File: src/hdl/ibfr_pkg.sv
// Shared types and constants for the iBus frame receiver.
package ibfr_pkg;

    typedef enum logic [1:0] {
        CMD_BYTE = 2'd0,
        CMD_TICK = 2'd1,
        CMD_READ = 2'd2,
        CMD_NONE = 2'd3
    } cmd_t;

    localparam logic [2:0] CFG_GAP_TICKS      = 3'd0;
    localparam logic [2:0] CFG_FAILSAFE_TICKS = 3'd1;
    localparam logic [2:0] CFG_INVALID_CODE   = 3'd2;
    localparam logic [2:0] CFG_TIMEOUT_CODE   = 3'd3;

    localparam logic [3:0]  GAP_TICKS_RST      = 4'd3;
    localparam logic [7:0]  FAILSAFE_TICKS_RST = 8'd32;
    localparam logic [15:0] INVALID_CODE_RST   = 16'hFFFF;
    localparam logic [15:0] TIMEOUT_CODE_RST   = 16'hFFFE;

    localparam logic [7:0]  SYNC_BYTE = 8'h20;
    localparam logic [15:0] SUM_INIT  = 16'hFFFF;
    localparam logic [4:0]  GAP_MAX   = 5'd31;
    localparam logic [8:0]  FS_MAX    = 9'd511;

    typedef struct packed {
        logic       is_byte;
        logic       is_tick;
        logic       is_read;
        logic [7:0] rx_byte;
        logic [3:0] channel_index;
        logic       index_bad;
    } op_t;

endpackage

File: src/hdl/ibfr_fifo.sv
// Small register queue between the decode front and the execution back.
module ibfr_fifo #(
    parameter int WIDTH = 8,
    parameter int DEPTH = 2
) (
    input  logic             aclk,
    input  logic             aresetn,
    input  logic             wr_valid,
    output logic             wr_ready,
    input  logic [WIDTH-1:0] wr_data,
    output logic             rd_valid,
    input  logic             rd_ready,
    output logic [WIDTH-1:0] rd_data
);

    localparam int PTR_W = (DEPTH > 1) ? $clog2(DEPTH) : 1;
    localparam int CNT_W = $clog2(DEPTH + 1);
    localparam logic [PTR_W-1:0] PTR_LAST = PTR_W'(DEPTH - 1);
    localparam logic [CNT_W-1:0] CNT_FULL = CNT_W'(DEPTH);

    logic [WIDTH-1:0] mem_reg [DEPTH];
    logic [PTR_W-1:0] wr_ptr_reg, wr_ptr_next;
    logic [PTR_W-1:0] rd_ptr_reg, rd_ptr_next;
    logic [CNT_W-1:0] count_reg, count_next;
    logic             push, pop;

    assign wr_ready = (count_reg != CNT_FULL);
    assign rd_valid = (count_reg != '0);
    assign rd_data  = mem_reg[rd_ptr_reg];
    assign push     = wr_valid && wr_ready;
    assign pop      = rd_valid && rd_ready;

    always_comb begin
        wr_ptr_next = wr_ptr_reg;
        rd_ptr_next = rd_ptr_reg;
        count_next  = count_reg;
        if (push) begin
            wr_ptr_next = (wr_ptr_reg == PTR_LAST) ? '0 : wr_ptr_reg + 1'b1;
        end
        if (pop) begin
            rd_ptr_next = (rd_ptr_reg == PTR_LAST) ? '0 : rd_ptr_reg + 1'b1;
        end
        if (push && !pop) begin
            count_next = count_reg + 1'b1;
        end else if (pop && !push) begin
            count_next = count_reg - 1'b1;
        end
    end

    always_ff @(posedge aclk) begin
        if (!aresetn) begin
            wr_ptr_reg <= '0;
            rd_ptr_reg <= '0;
            count_reg  <= '0;
        end else begin
            wr_ptr_reg <= wr_ptr_next;
            rd_ptr_reg <= rd_ptr_next;
            count_reg  <= count_next;
        end
    end

    always_ff @(posedge aclk) begin
        if (push) begin
            mem_reg[wr_ptr_reg] <= wr_data;
        end
    end

    a_count_bound: assert property (@(posedge aclk) disable iff (!aresetn)
        count_reg <= CNT_FULL)
        else $error("queue count out of range");

endmodule

File: src/hdl/ibfr_front.sv
// Input decode: classifies each item into an operation for the queue.
module ibfr_front import ibfr_pkg::*; #(
    parameter int NUM_CHANNELS = 10
) (
    input  logic [1:0] s_cmd,
    input  logic [7:0] s_rx_byte,
    input  logic [3:0] s_channel_index,
    output op_t        op
);

    localparam logic [4:0] NUM_CH = 5'(NUM_CHANNELS);

    always_comb begin
        op               = '0;
        op.rx_byte       = s_rx_byte;
        op.channel_index = s_channel_index;
        op.index_bad     = ({1'b0, s_channel_index} >= NUM_CH);
        case (cmd_t'(s_cmd))
            CMD_BYTE: op.is_byte = 1'b1;
            CMD_TICK: op.is_tick = 1'b1;
            CMD_READ: op.is_read = 1'b1;
            default:  op.is_byte = 1'b0;
        endcase
    end

endmodule

File: src/hdl/ibfr_back.sv
// Execution: frame assembly, checksum, timers, channel store, result register.
module ibfr_back import ibfr_pkg::*; #(
    parameter int NUM_CHANNELS = 10
) (
    input  logic        aclk,
    input  logic        aresetn,
    input  logic        cfg_wr_en,
    input  logic [2:0]  cfg_index,
    input  logic [15:0] cfg_data,
    input  logic        op_valid,
    output logic        op_ready,
    input  op_t         op,
    output logic        m_valid,
    input  logic        m_ready,
    output logic [15:0] m_read_value,
    output logic        m_frame_good,
    output logic        m_frame_bad,
    output logic        m_failsafe_active,
    output logic [5:0]  m_headroom
);

    localparam int CH_W = (NUM_CHANNELS > 1) ? $clog2(NUM_CHANNELS) : 1;
    localparam logic [5:0] FRAME_LEN = 6'(2 * NUM_CHANNELS + 12);
    localparam logic [5:0] CHAN_FIRST = 6'd2;
    localparam logic [5:0] CHAN_END = 6'(2 * NUM_CHANNELS + 2);
    localparam logic [5:0] CK_LO_POS = 6'(2 * NUM_CHANNELS + 10);
    localparam logic [5:0] CK_HI_POS = 6'(2 * NUM_CHANNELS + 11);

    logic [3:0]  gap_ticks_reg;
    logic [7:0]  failsafe_ticks_reg;
    logic [15:0] invalid_code_reg;
    logic [15:0] timeout_code_reg;

    logic [5:0]  pos_reg, pos_next;
    logic [15:0] sum_reg, sum_next;
    logic [7:0]  ck_lo_reg, ck_lo_next;
    logic [4:0]  gap_reg, gap_next;
    logic [8:0]  fs_reg, fs_next;
    logic [15:0] staged_reg [NUM_CHANNELS];
    logic [15:0] committed_reg [NUM_CHANNELS];
    logic [15:0] committed_next [NUM_CHANNELS];

    logic        m_valid_reg;
    logic [15:0] read_value_reg, read_value_next;
    logic        good_reg, good_next;
    logic        bad_reg, bad_next;
    logic        fs_flag_reg, fs_flag_next;
    logic [5:0]  headroom_reg;

    logic          pop;
    logic [5:0]    idx_rel;
    logic [CH_W-1:0] stage_ch;
    logic          stage_we, stage_hi;
    logic [4:0]    gap_inc;
    logic [8:0]    fs_inc;

    assign op_ready = !m_valid_reg || m_ready;
    assign pop      = op_valid && op_ready;
    assign idx_rel  = pos_reg - CHAN_FIRST;
    assign stage_ch = idx_rel[CH_W:1];
    assign stage_hi = idx_rel[0];
    assign gap_inc  = (gap_reg == GAP_MAX) ? gap_reg : gap_reg + 5'd1;
    assign fs_inc   = (fs_reg == FS_MAX) ? fs_reg : fs_reg + 9'd1;

    always_comb begin
        pos_next        = pos_reg;
        sum_next        = sum_reg;
        ck_lo_next      = ck_lo_reg;
        gap_next        = gap_reg;
        fs_next         = fs_reg;
        committed_next  = committed_reg;
        stage_we        = 1'b0;
        read_value_next = 16'd0;
        good_next       = 1'b0;
        bad_next        = 1'b0;
        fs_flag_next    = 1'b0;
        if (op.is_byte) begin
            gap_next = 5'd0;
            if (pos_reg == 6'd0 && op.rx_byte != SYNC_BYTE) begin
                pos_next = pos_reg;
            end else if (pos_reg >= FRAME_LEN) begin
                pos_next = 6'd0;
                sum_next = SUM_INIT;
            end else begin
                pos_next = pos_reg + 6'd1;
                if (pos_reg < CK_LO_POS) begin
                    sum_next = sum_reg - {8'd0, op.rx_byte};
                end
                if (pos_reg >= CHAN_FIRST && pos_reg < CHAN_END) begin
                    stage_we = 1'b1;
                end else if (pos_reg == CK_LO_POS) begin
                    ck_lo_next = op.rx_byte;
                end else if (pos_reg == CK_HI_POS) begin
                    if ({op.rx_byte, ck_lo_reg} == sum_reg) begin
                        committed_next = staged_reg;
                        fs_next        = 9'd0;
                        good_next      = 1'b1;
                    end else begin
                        bad_next = 1'b1;
                    end
                    pos_next = 6'd0;
                    sum_next = SUM_INIT;
                end
            end
        end else if (op.is_tick) begin
            gap_next = gap_inc;
            if (gap_inc > {1'b0, gap_ticks_reg}) begin
                pos_next = 6'd0;
                sum_next = SUM_INIT;
            end
            fs_next = fs_inc;
            if (fs_inc > {1'b0, failsafe_ticks_reg}) begin
                for (int i = 0; i < NUM_CHANNELS; i++) begin
                    committed_next[i] = timeout_code_reg;
                end
                fs_flag_next = 1'b1;
            end
        end else if (op.is_read) begin
            if (op.index_bad) begin
                read_value_next = invalid_code_reg;
            end else begin
                read_value_next = committed_reg[op.channel_index[CH_W-1:0]];
            end
        end
    end

    always_ff @(posedge aclk) begin
        if (!aresetn) begin
            gap_ticks_reg      <= GAP_TICKS_RST;
            failsafe_ticks_reg <= FAILSAFE_TICKS_RST;
            invalid_code_reg   <= INVALID_CODE_RST;
            timeout_code_reg   <= TIMEOUT_CODE_RST;
        end else if (cfg_wr_en) begin
            case (cfg_index)
                CFG_GAP_TICKS:      gap_ticks_reg      <= cfg_data[3:0];
                CFG_FAILSAFE_TICKS: failsafe_ticks_reg <= cfg_data[7:0];
                CFG_INVALID_CODE:   invalid_code_reg   <= cfg_data;
                CFG_TIMEOUT_CODE:   timeout_code_reg   <= cfg_data;
                default:            gap_ticks_reg      <= gap_ticks_reg;
            endcase
        end
    end

    always_ff @(posedge aclk) begin
        if (!aresetn) begin
            pos_reg     <= 6'd0;
            sum_reg     <= SUM_INIT;
            ck_lo_reg   <= 8'd0;
            gap_reg     <= 5'd0;
            fs_reg      <= 9'd0;
            m_valid_reg <= 1'b0;
            for (int i = 0; i < NUM_CHANNELS; i++) begin
                committed_reg[i] <= INVALID_CODE_RST;
            end
        end else begin
            if (pop) begin
                pos_reg       <= pos_next;
                sum_reg       <= sum_next;
                ck_lo_reg     <= ck_lo_next;
                gap_reg       <= gap_next;
                fs_reg        <= fs_next;
                committed_reg <= committed_next;
                m_valid_reg   <= 1'b1;
            end else if (m_ready) begin
                m_valid_reg <= 1'b0;
            end
        end
    end

    always_ff @(posedge aclk) begin
        if (pop) begin
            read_value_reg <= read_value_next;
            good_reg       <= good_next;
            bad_reg        <= bad_next;
            fs_flag_reg    <= fs_flag_next;
            headroom_reg   <= FRAME_LEN - pos_next;
        end
        if (pop && stage_we) begin
            if (stage_hi) begin
                staged_reg[stage_ch][15:8] <= op.rx_byte;
            end else begin
                staged_reg[stage_ch] <= {8'd0, op.rx_byte};
            end
        end
    end

    assign m_valid           = m_valid_reg;
    assign m_read_value      = read_value_reg;
    assign m_frame_good      = good_reg;
    assign m_frame_bad       = bad_reg;
    assign m_failsafe_active = fs_flag_reg;
    assign m_headroom        = headroom_reg;

    a_flags_exclusive: assert property (@(posedge aclk) disable iff (!aresetn)
        m_valid_reg |-> $onehot0({good_reg, bad_reg, fs_flag_reg}))
        else $error("more than one result flag set");

    a_pos_bound: assert property (@(posedge aclk) disable iff (!aresetn)
        pos_reg < FRAME_LEN)
        else $error("byte position past frame end");

    a_headroom_tracks: assert property (@(posedge aclk) disable iff (!aresetn)
        m_valid_reg |-> (headroom_reg == FRAME_LEN - pos_reg))
        else $error("headroom does not match byte position");

    a_good_clears_fs: assert property (@(posedge aclk) disable iff (!aresetn)
        (pop && good_next) |=> (fs_reg == 9'd0 && pos_reg == 6'd0))
        else $error("good frame did not clear failsafe timer and position");

endmodule

File: src/hdl/ibus_frame_receiver.sv
// Top level of the iBus frame receiver: decode front, queue, execution back.
// Each item is held in the queue, then its result is registered in the back.
// Throughput: one item per cycle sustained while m_ready holds high; the
// execution stage updates all frame, timer and channel state for each item.
// Reset: aresetn (synchronous, active low) restores register defaults, empties
// the queue and sets every committed channel to 0xFFFF; no clearing pass.
module ibus_frame_receiver import ibfr_pkg::*; #(
    parameter int NUM_CHANNELS = 10,
    parameter int QUEUE_DEPTH  = 2
) (
    input  logic        aclk,
    input  logic        aresetn,
    input  logic        cfg_wr_en,
    input  logic [2:0]  cfg_index,
    input  logic [15:0] cfg_data,
    input  logic        s_valid,
    output logic        s_ready,
    input  logic [1:0]  s_cmd,
    input  logic [7:0]  s_rx_byte,
    input  logic [3:0]  s_channel_index,
    output logic        m_valid,
    input  logic        m_ready,
    output logic [15:0] m_read_value,
    output logic        m_frame_good,
    output logic        m_frame_bad,
    output logic        m_failsafe_active,
    output logic [5:0]  m_headroom
);

    op_t  front_op;
    op_t  back_op;
    logic q_valid;
    logic q_ready;
    logic [$bits(op_t)-1:0] q_data;

    ibfr_front #(.NUM_CHANNELS(NUM_CHANNELS)) u_front (
        .s_cmd           (s_cmd),
        .s_rx_byte       (s_rx_byte),
        .s_channel_index (s_channel_index),
        .op              (front_op)
    );

    ibfr_fifo #(.WIDTH($bits(op_t)), .DEPTH(QUEUE_DEPTH)) u_queue (
        .aclk     (aclk),
        .aresetn  (aresetn),
        .wr_valid (s_valid),
        .wr_ready (s_ready),
        .wr_data  (front_op),
        .rd_valid (q_valid),
        .rd_ready (q_ready),
        .rd_data  (q_data)
    );

    assign back_op = op_t'(q_data);

    ibfr_back #(.NUM_CHANNELS(NUM_CHANNELS)) u_back (
        .aclk              (aclk),
        .aresetn           (aresetn),
        .cfg_wr_en         (cfg_wr_en),
        .cfg_index         (cfg_index),
        .cfg_data          (cfg_data),
        .op_valid          (q_valid),
        .op_ready          (q_ready),
        .op                (back_op),
        .m_valid           (m_valid),
        .m_ready           (m_ready),
        .m_read_value      (m_read_value),
        .m_frame_good      (m_frame_good),
        .m_frame_bad       (m_frame_bad),
        .m_failsafe_active (m_failsafe_active),
        .m_headroom        (m_headroom)
    );

endmodule
File: config.mk
export PLATFORM = sky130hd
export DESIGN_NAME = ibus_frame_receiver
export DESIGN_NICKNAME = d
export VERILOG_FILES = /design/src/hdl/ibfr_pkg.sv /design/src/hdl/ibfr_fifo.sv /design/src/hdl/ibfr_front.sv /design/src/hdl/ibfr_back.sv /design/src/hdl/ibus_frame_receiver.sv
export SDC_FILE = /design/constraint.sdc
export NUM_CORES = 1
export LEC_CHECK = 0
export BUFFER_PORTS_ARGS = -buffer_cell sky130_fd_sc_hd__buf_2
export CAP_MARGIN = 10
export CORE_MARGIN = 2
export CORE_UTILIZATION = 51
export CTS_CLUSTER_SIZE = 14
export DETAILED_ROUTE_END_ITERATION = 12
export PLACE_DENSITY = 0.7
export SYNTH_ARGS = -nofsm -noshare
export SYNTH_HDL_FRONTEND = slang
export SYNTH_SLANG_ARGS = --single-unit
File: constraint.sdc
create_clock -name aclk -period 3.5 [get_ports aclk]
set_clock_uncertainty 0.2 [all_clocks]
set_input_delay 0.35 -clock aclk [delete_from_list [all_inputs] [get_ports aclk]]
set_output_delay 0.35 -clock aclk [all_outputs]
set_load 0.02 [all_outputs]
Word-level counts from Yosys, hierarchy flattened
Memories as Yosys holds them, arrays and structs flattened. A register that Yosys moved wholly into a read port is not among the register bits.
Index checks and enable logic that the tools add are counted.
- latch bits: 0
- output and inout bits: 27
- bits in writable memories: 32
- input bits: 38
- memories: 1
- ROM bits: 0
- register bits after elaboration: 438
- memories (memory ; depth ; bits a word ; read ports ; clocked after memory_dff ; write ports ; RTL line ; RTL):
    u_queue.mem_reg ; 2 ; 16 ; 1 ; 1 ; 1 ; ibfr_fifo.sv:21 ; logic [WIDTH-1:0] mem_reg [DEPTH];
- multiplexer cells: 69
- shift-type cells: 0
- multipliers: 0
- $lt $le $gt $ge: 10
- equal/unequal tests: 18
- add/sub/neg operators: 10
- div/mod/pow operators: 0
- bitwise logic cells: 9
- reductions and logical operators: 33
- operators with widths (kind ; count):
    two-way mux 160 bit ; 10
    bitwise mux 160 bit ; 2
    two-way mux 16 bit ; 14
    demux 16 bit (select 4 bit) ; 2
    two-way mux 9 bit ; 9
    binary-select mux 16 bit (select 4 bit) ; 1
    two-way mux 6 bit ; 8
    two-way mux 1 bit ; 18
    equality test 16 bit ; 1
    subtractor 16 x 8 -> 16 bit ; 1
    two-way mux 5 bit ; 3
    equality test 6 x 5 -> 1 bit, second input constant ; 2
    < comparator 6 x 5 -> 1 bit, second input constant ; 2
    nonzero test 2 bit ; 6
    greater-or-equal comparator 5 bit, second input constant ; 2
    inequality test 2 bit, second input constant ; 5
    inverter 4 -> 5 bit ; 2
    AND reduction 2 bit ; 5
    adder 9 x 1 -> 9 bit, second input constant ; 1
    equality test 9 bit, second input constant ; 1
    > comparator 9 x 8 -> 1 bit ; 1
    AND reduction 9 bit ; 1
    logical AND 1 bit ; 8
    inequality test 8 x 6 -> 1 bit, second input constant ; 1
    other kinds (31) ; 43

Logic depth before layout (Yosys ltp)
- depth after elaboration: 8
- mapped depth: 15
- depth with buffers taken out: 13

Hierarchy
Synthesis repeated with hierarchy kept, for this count alone.
- cell total of the unflattened synthesis: 1995
- area, all modules: 20777.4 µm²
- modules (own cells, without submodules) (module ; times used ; cells an instance ; area each (µm²)):
    ibfr_back ; 1 ; 1905 ; 19267.2
    ibfr_fifo ; 1 ; 74 ; 1393.8
    ibfr_front ; 1 ; 16 ; 116.4

Worst setup path before layout
Ideal clock, no wire load.
- kind: register to register
- from: register u_back.fs_reg[0]
- to: register u_back.committed_reg[58] (netlist name)
- slack: 100 ps
- cell stages (with the launch flop): 15
- library setup time: 146 ps
- arrival: 3054 ps
- path buffers: 2
- data required time: 3154 ps
- cell sequence: dfxtp_1 > ha_1 > and3_1 > nand3_1 > mux2_2 > ha_1 > a211o_1 > a221oi_1 > a211oi_1 > o31ai_1 > a21oi_2 > buf_4 > buf_4 > nor3_1 > a31oi_1
- cells in the longest elaborated chain, start to end: 5
- elaborated cells between the ends (all ways): 6
- those cells by class: 1 x add/sub; 1 x order compare; 1 x eq/ne; 1 x mux; 2 x reduce/logical
- ends and longest elaborated chain (what ; RTL line ; RTL):
    from (decl) ; ibfr_back.sv:38 ; logic [8:0] fs_reg, fs_next;
    from (signal assigned) ; ibfr_back.sv:161 ; fs_reg <= fs_next;
    adder 9 x 1 -> 9 bit / equality test 9 bit (equally long branches) ; ibfr_back.sv:63 ; assign fs_inc = (fs_reg == FS_MAX) ? fs_reg : fs_reg + 9'd1;
    two-way mux 9 bit (*) ; ibfr_back.sv:63 ;
    > comparator 9 x 8 -> 1 bit (*) ; ibfr_back.sv:112 ; if (fs_inc > {1'b0, failsafe_ticks_reg}) begin
    nonzero test 2 bit (no source line) (*) ; n/a ;
    AND reduction 9 bit (no source line) (*) ; n/a ;
    to (signal assigned) ; ibfr_back.sv:162 ; committed_reg <= committed_next;
    to (decl) ; ibfr_back.sv:40 ; logic [15:0] committed_reg [NUM_CHANNELS];
Mark *: on every way between the ends. The rest lies on a longest branch, timed or not.
A chain may end at the register's enable or synchronous reset.

Final worst setup path
- from: register u_back.fs_reg[1]
- to: register u_back.committed_reg[33] (netlist name)
The elaborated chain is that of the path after synthesis.

==> results.txt <==
worst slew pin tran: 1.13 ns
routability cong.: 0.891
Hold Path Class: primary input to register
Syn Nets: 2054
top_reg_cell synth: dfxtp_1
Post-synth EDFFs: 217
GRT Resource Usage Total: 26.4%
Clk pin slew, worst setup/hold paths: 0.06 ns
CP Launch Type: register
worst skew pair latency: 0.59 ns
sequential share of the synthesized area: 57.1%
first-pass GRT wire length: 85000 microns
worst-path fanout max: 19
Final ANT Viol Nets: 0
clk root buf: clkbuf_16
switch share: 33.4%
DRC viols: 0
drt total wl: 55600 microns
Max Freq: 0.281 GHz
TritonRoute pass-1 iters: 5
placed standard-cell area: 21600 sq um
Syn Inst Count: 1989
RSZ-0062 raised after global routing: true
internal power: 0.0106 W
CP bufs+invs: 3
vias: 16000
peak supply drop: 591 uV
Largest stage delay, worst path: 0.33 ns
IO Port Bufs: 64
Post-synth ARST share: 0%
CTS tree: built
deepest clock path buffer count: 3
I/O pin cnt: 65
slowest CP cell: dfxtp_2
core box area: 39500 sq um
Placed Cells: 2535
syn_area_per_cell: 10.2 sq um
worst path required time: 3.72 ns
largest area contributor in the netlist: edfxtp_1
pre-CTS setup slack: -0.0585 ns
initial antenna violation count: 1
cell row count: 73
nets: 2166
average vias per placed instance: 5.98
Largest delay share family, worst path: compound AO/OA/AOI/OAI gates
synth top area cells: edfxtp_1, dfxtp_1, nand2_1
Cell Area, Synth: 20300 sq um
largest net degree at the start of global routing: 164
Power Density: 663 nW/um^2
yosys synthesis warning count: 0
Post-synth top cells: nand2_1, nor2_1, dfxtp_1
Final Non-Filler Cells: 2666
Critical Path Sink Type: register
worst path arrival time: 3.78 ns
antenna cells: 0
Seq cells post-synth: 471
CP Cell Sequence: ha_2 > and3_4 > nand3_4 > mux2_4 > ha_1 > a211o_1 > a221oi_2 > a211oi_2 > o31ai_2 > buf_4 > a21oi_4 > buf_12 > buf_16 > nor3_1 > a31oi_1
Core Util, Final: 60.9%
post-DP HPWL: 35600 microns
Leakage: 8.58 nW
critical path type: register to register
final hold vios: 0
share of post-route cells with drive strength above 1: 17.3%
most frequent cell after synthesis: nand2_1
Setup WS post-layout: -0.0572 ns
final number of max-transition violations: 0
total CTS buffers: 48
Synth top area share: 32.1%
gr ovfl total: 0
clock sinks: 471
H-tree lvl count: 2
status: finished with violations
final worst path period share: 102%
failing checks: setup timing
Seq pwr share: 40.4%
final instance area: 24100 sq um
Comb pwr share: 27.1%
Synth cell types: 68
clock share of power: 32.5%
Layout area overhead: 18.6%
max-cap viol count: 0
final setup fails: 6
Tmin final: 3.56 ns
Starting Density: 51.4%
die area: 41500 sq um
vias in the first global route: 15300
NetSw: 0.00534 W
drt first-iter violations: 1646
DR WL/cell: 20.8 microns
Die Y-Extent: 204 microns
chip width: 204 microns
Slew HR: 24.5%
## cells by family after synthesis
group	after synthesis	share of synthesized area [%]
buffers and inverters	175	4.04
xor gates and xnor gates	38	1.64
DFF	471	57.1
adders and majority gates	27	1.70
AOI/OAI and AO/OA	303	9.55
and+or+nand+nor	884	19.2
muxes	91	6.77
## final timing paths
check | end | cells past startpoint | start | slack, ns
setup / recovery | u_back.committed_reg[33] | 15 | u_back.fs_reg[1] | -0.06
hold / removal | u_back.gap_ticks_reg[1] | 3 | cfg_index[0] | 0.04
setup reg to reg | u_back.committed_reg[33] | 15 | u_back.fs_reg[1] | -0.06
hold reg to reg | u_back.failsafe_ticks_reg[4] | 2 | u_back.failsafe_ticks_reg[4] | 0.26
## timing repair
item / in CTS / in global routing
setup endpoints to repair: 138 / 187
hold endpoints to repair: 78 / 0
gates cloned: 0 / 4
buffers inserted: 1 / 17
gates resized for setup: 6 / 73
hold buffers: 33 / 0
pin swaps: 0 / 5
## power groups by stage
stage	clock (W)	combinational, W	sequential, W
2_1_floorplan	0	0.00261	0.00664
6_report	0.00519	0.00434	0.00646
4_1_cts	0.00523	0.00423	0.00644
3_5_place_dp	0	0.00416	0.00656
5_1_grt	0.00546	0.00463	0.00649
3_3_place_gp	0	0.00409	0.00655
## worst register-to-register path: cells and delay by family (launching register included)
family                     cells  cell delay, ns
DFF                            1            0.33
and+or+nand+nor                3            0.52
adders and majority gates      2            0.38
muxes                          1            0.32
buffers and inverters          3            0.55
AOI/OAI and AO/OA              6            1.11
## through the flow
step	hold WS (ns)	TNS [ns]	power [W]
after detailed placement	0.248	-0.677	0.0107
final	0.0395	-0.191	0.0160
after floorplan	0.236	0	0.00925
after global routing	0.0850	-17.76	0.0166
after global placement	0.242	0	0.0106
after CTS	0.0210	0	0.0159
## layout by cell type, fill, tap and decap left out, types with 8 or more instances in the layout
cell type      count
edfxtp_1         217
nand2b_1          13
nor2_1           266
a21oi_1           39
a31oi_1          163
clkbuf_1          10
mux4_2            29
nand2_1          279
clkbuf_8          15
nor2b_1           11
clkbuf_16         54
buf_2             64
buf_4             90
a211oi_1          16
mux2i_1           44
nor3_1           154
or2_2             11
dlygate4sd3_1     33
or3_1             11
dfxtp_1          248
ha_1              25
xor2_1             9
a22oi_1            8
o21ai_0           13
nand3_1           63
nor3_2            19
buf_12            14
inv_1             24
xnor2_1           27
nor3_4            12
o22ai_1           18
nand4_1            9
## cell type report
class | instances | area, sq um
fillers | 3133 | 15500
flip-flops and latches | 471 | 11600
multi-input cells | 1343 | 8280
repair buffers | 211 | 1830
clock buffers | 75 | 1500
well taps | 525 | 657
clock inverters | 15 | 124
inverters | 26 | 103
## per-layer routing
metal / track usage, % / wire, microns / up-vias
met5: 0 / 0 / -
met4: 10.3 / 2050 / 0
met3: 3.36 / 3770 / 119
met2: 45.8 / 27800 / 614
met1: 33.5 / 22000 / 7820
li1: - / - / 7403
Power figures use the tool's default switching activity.
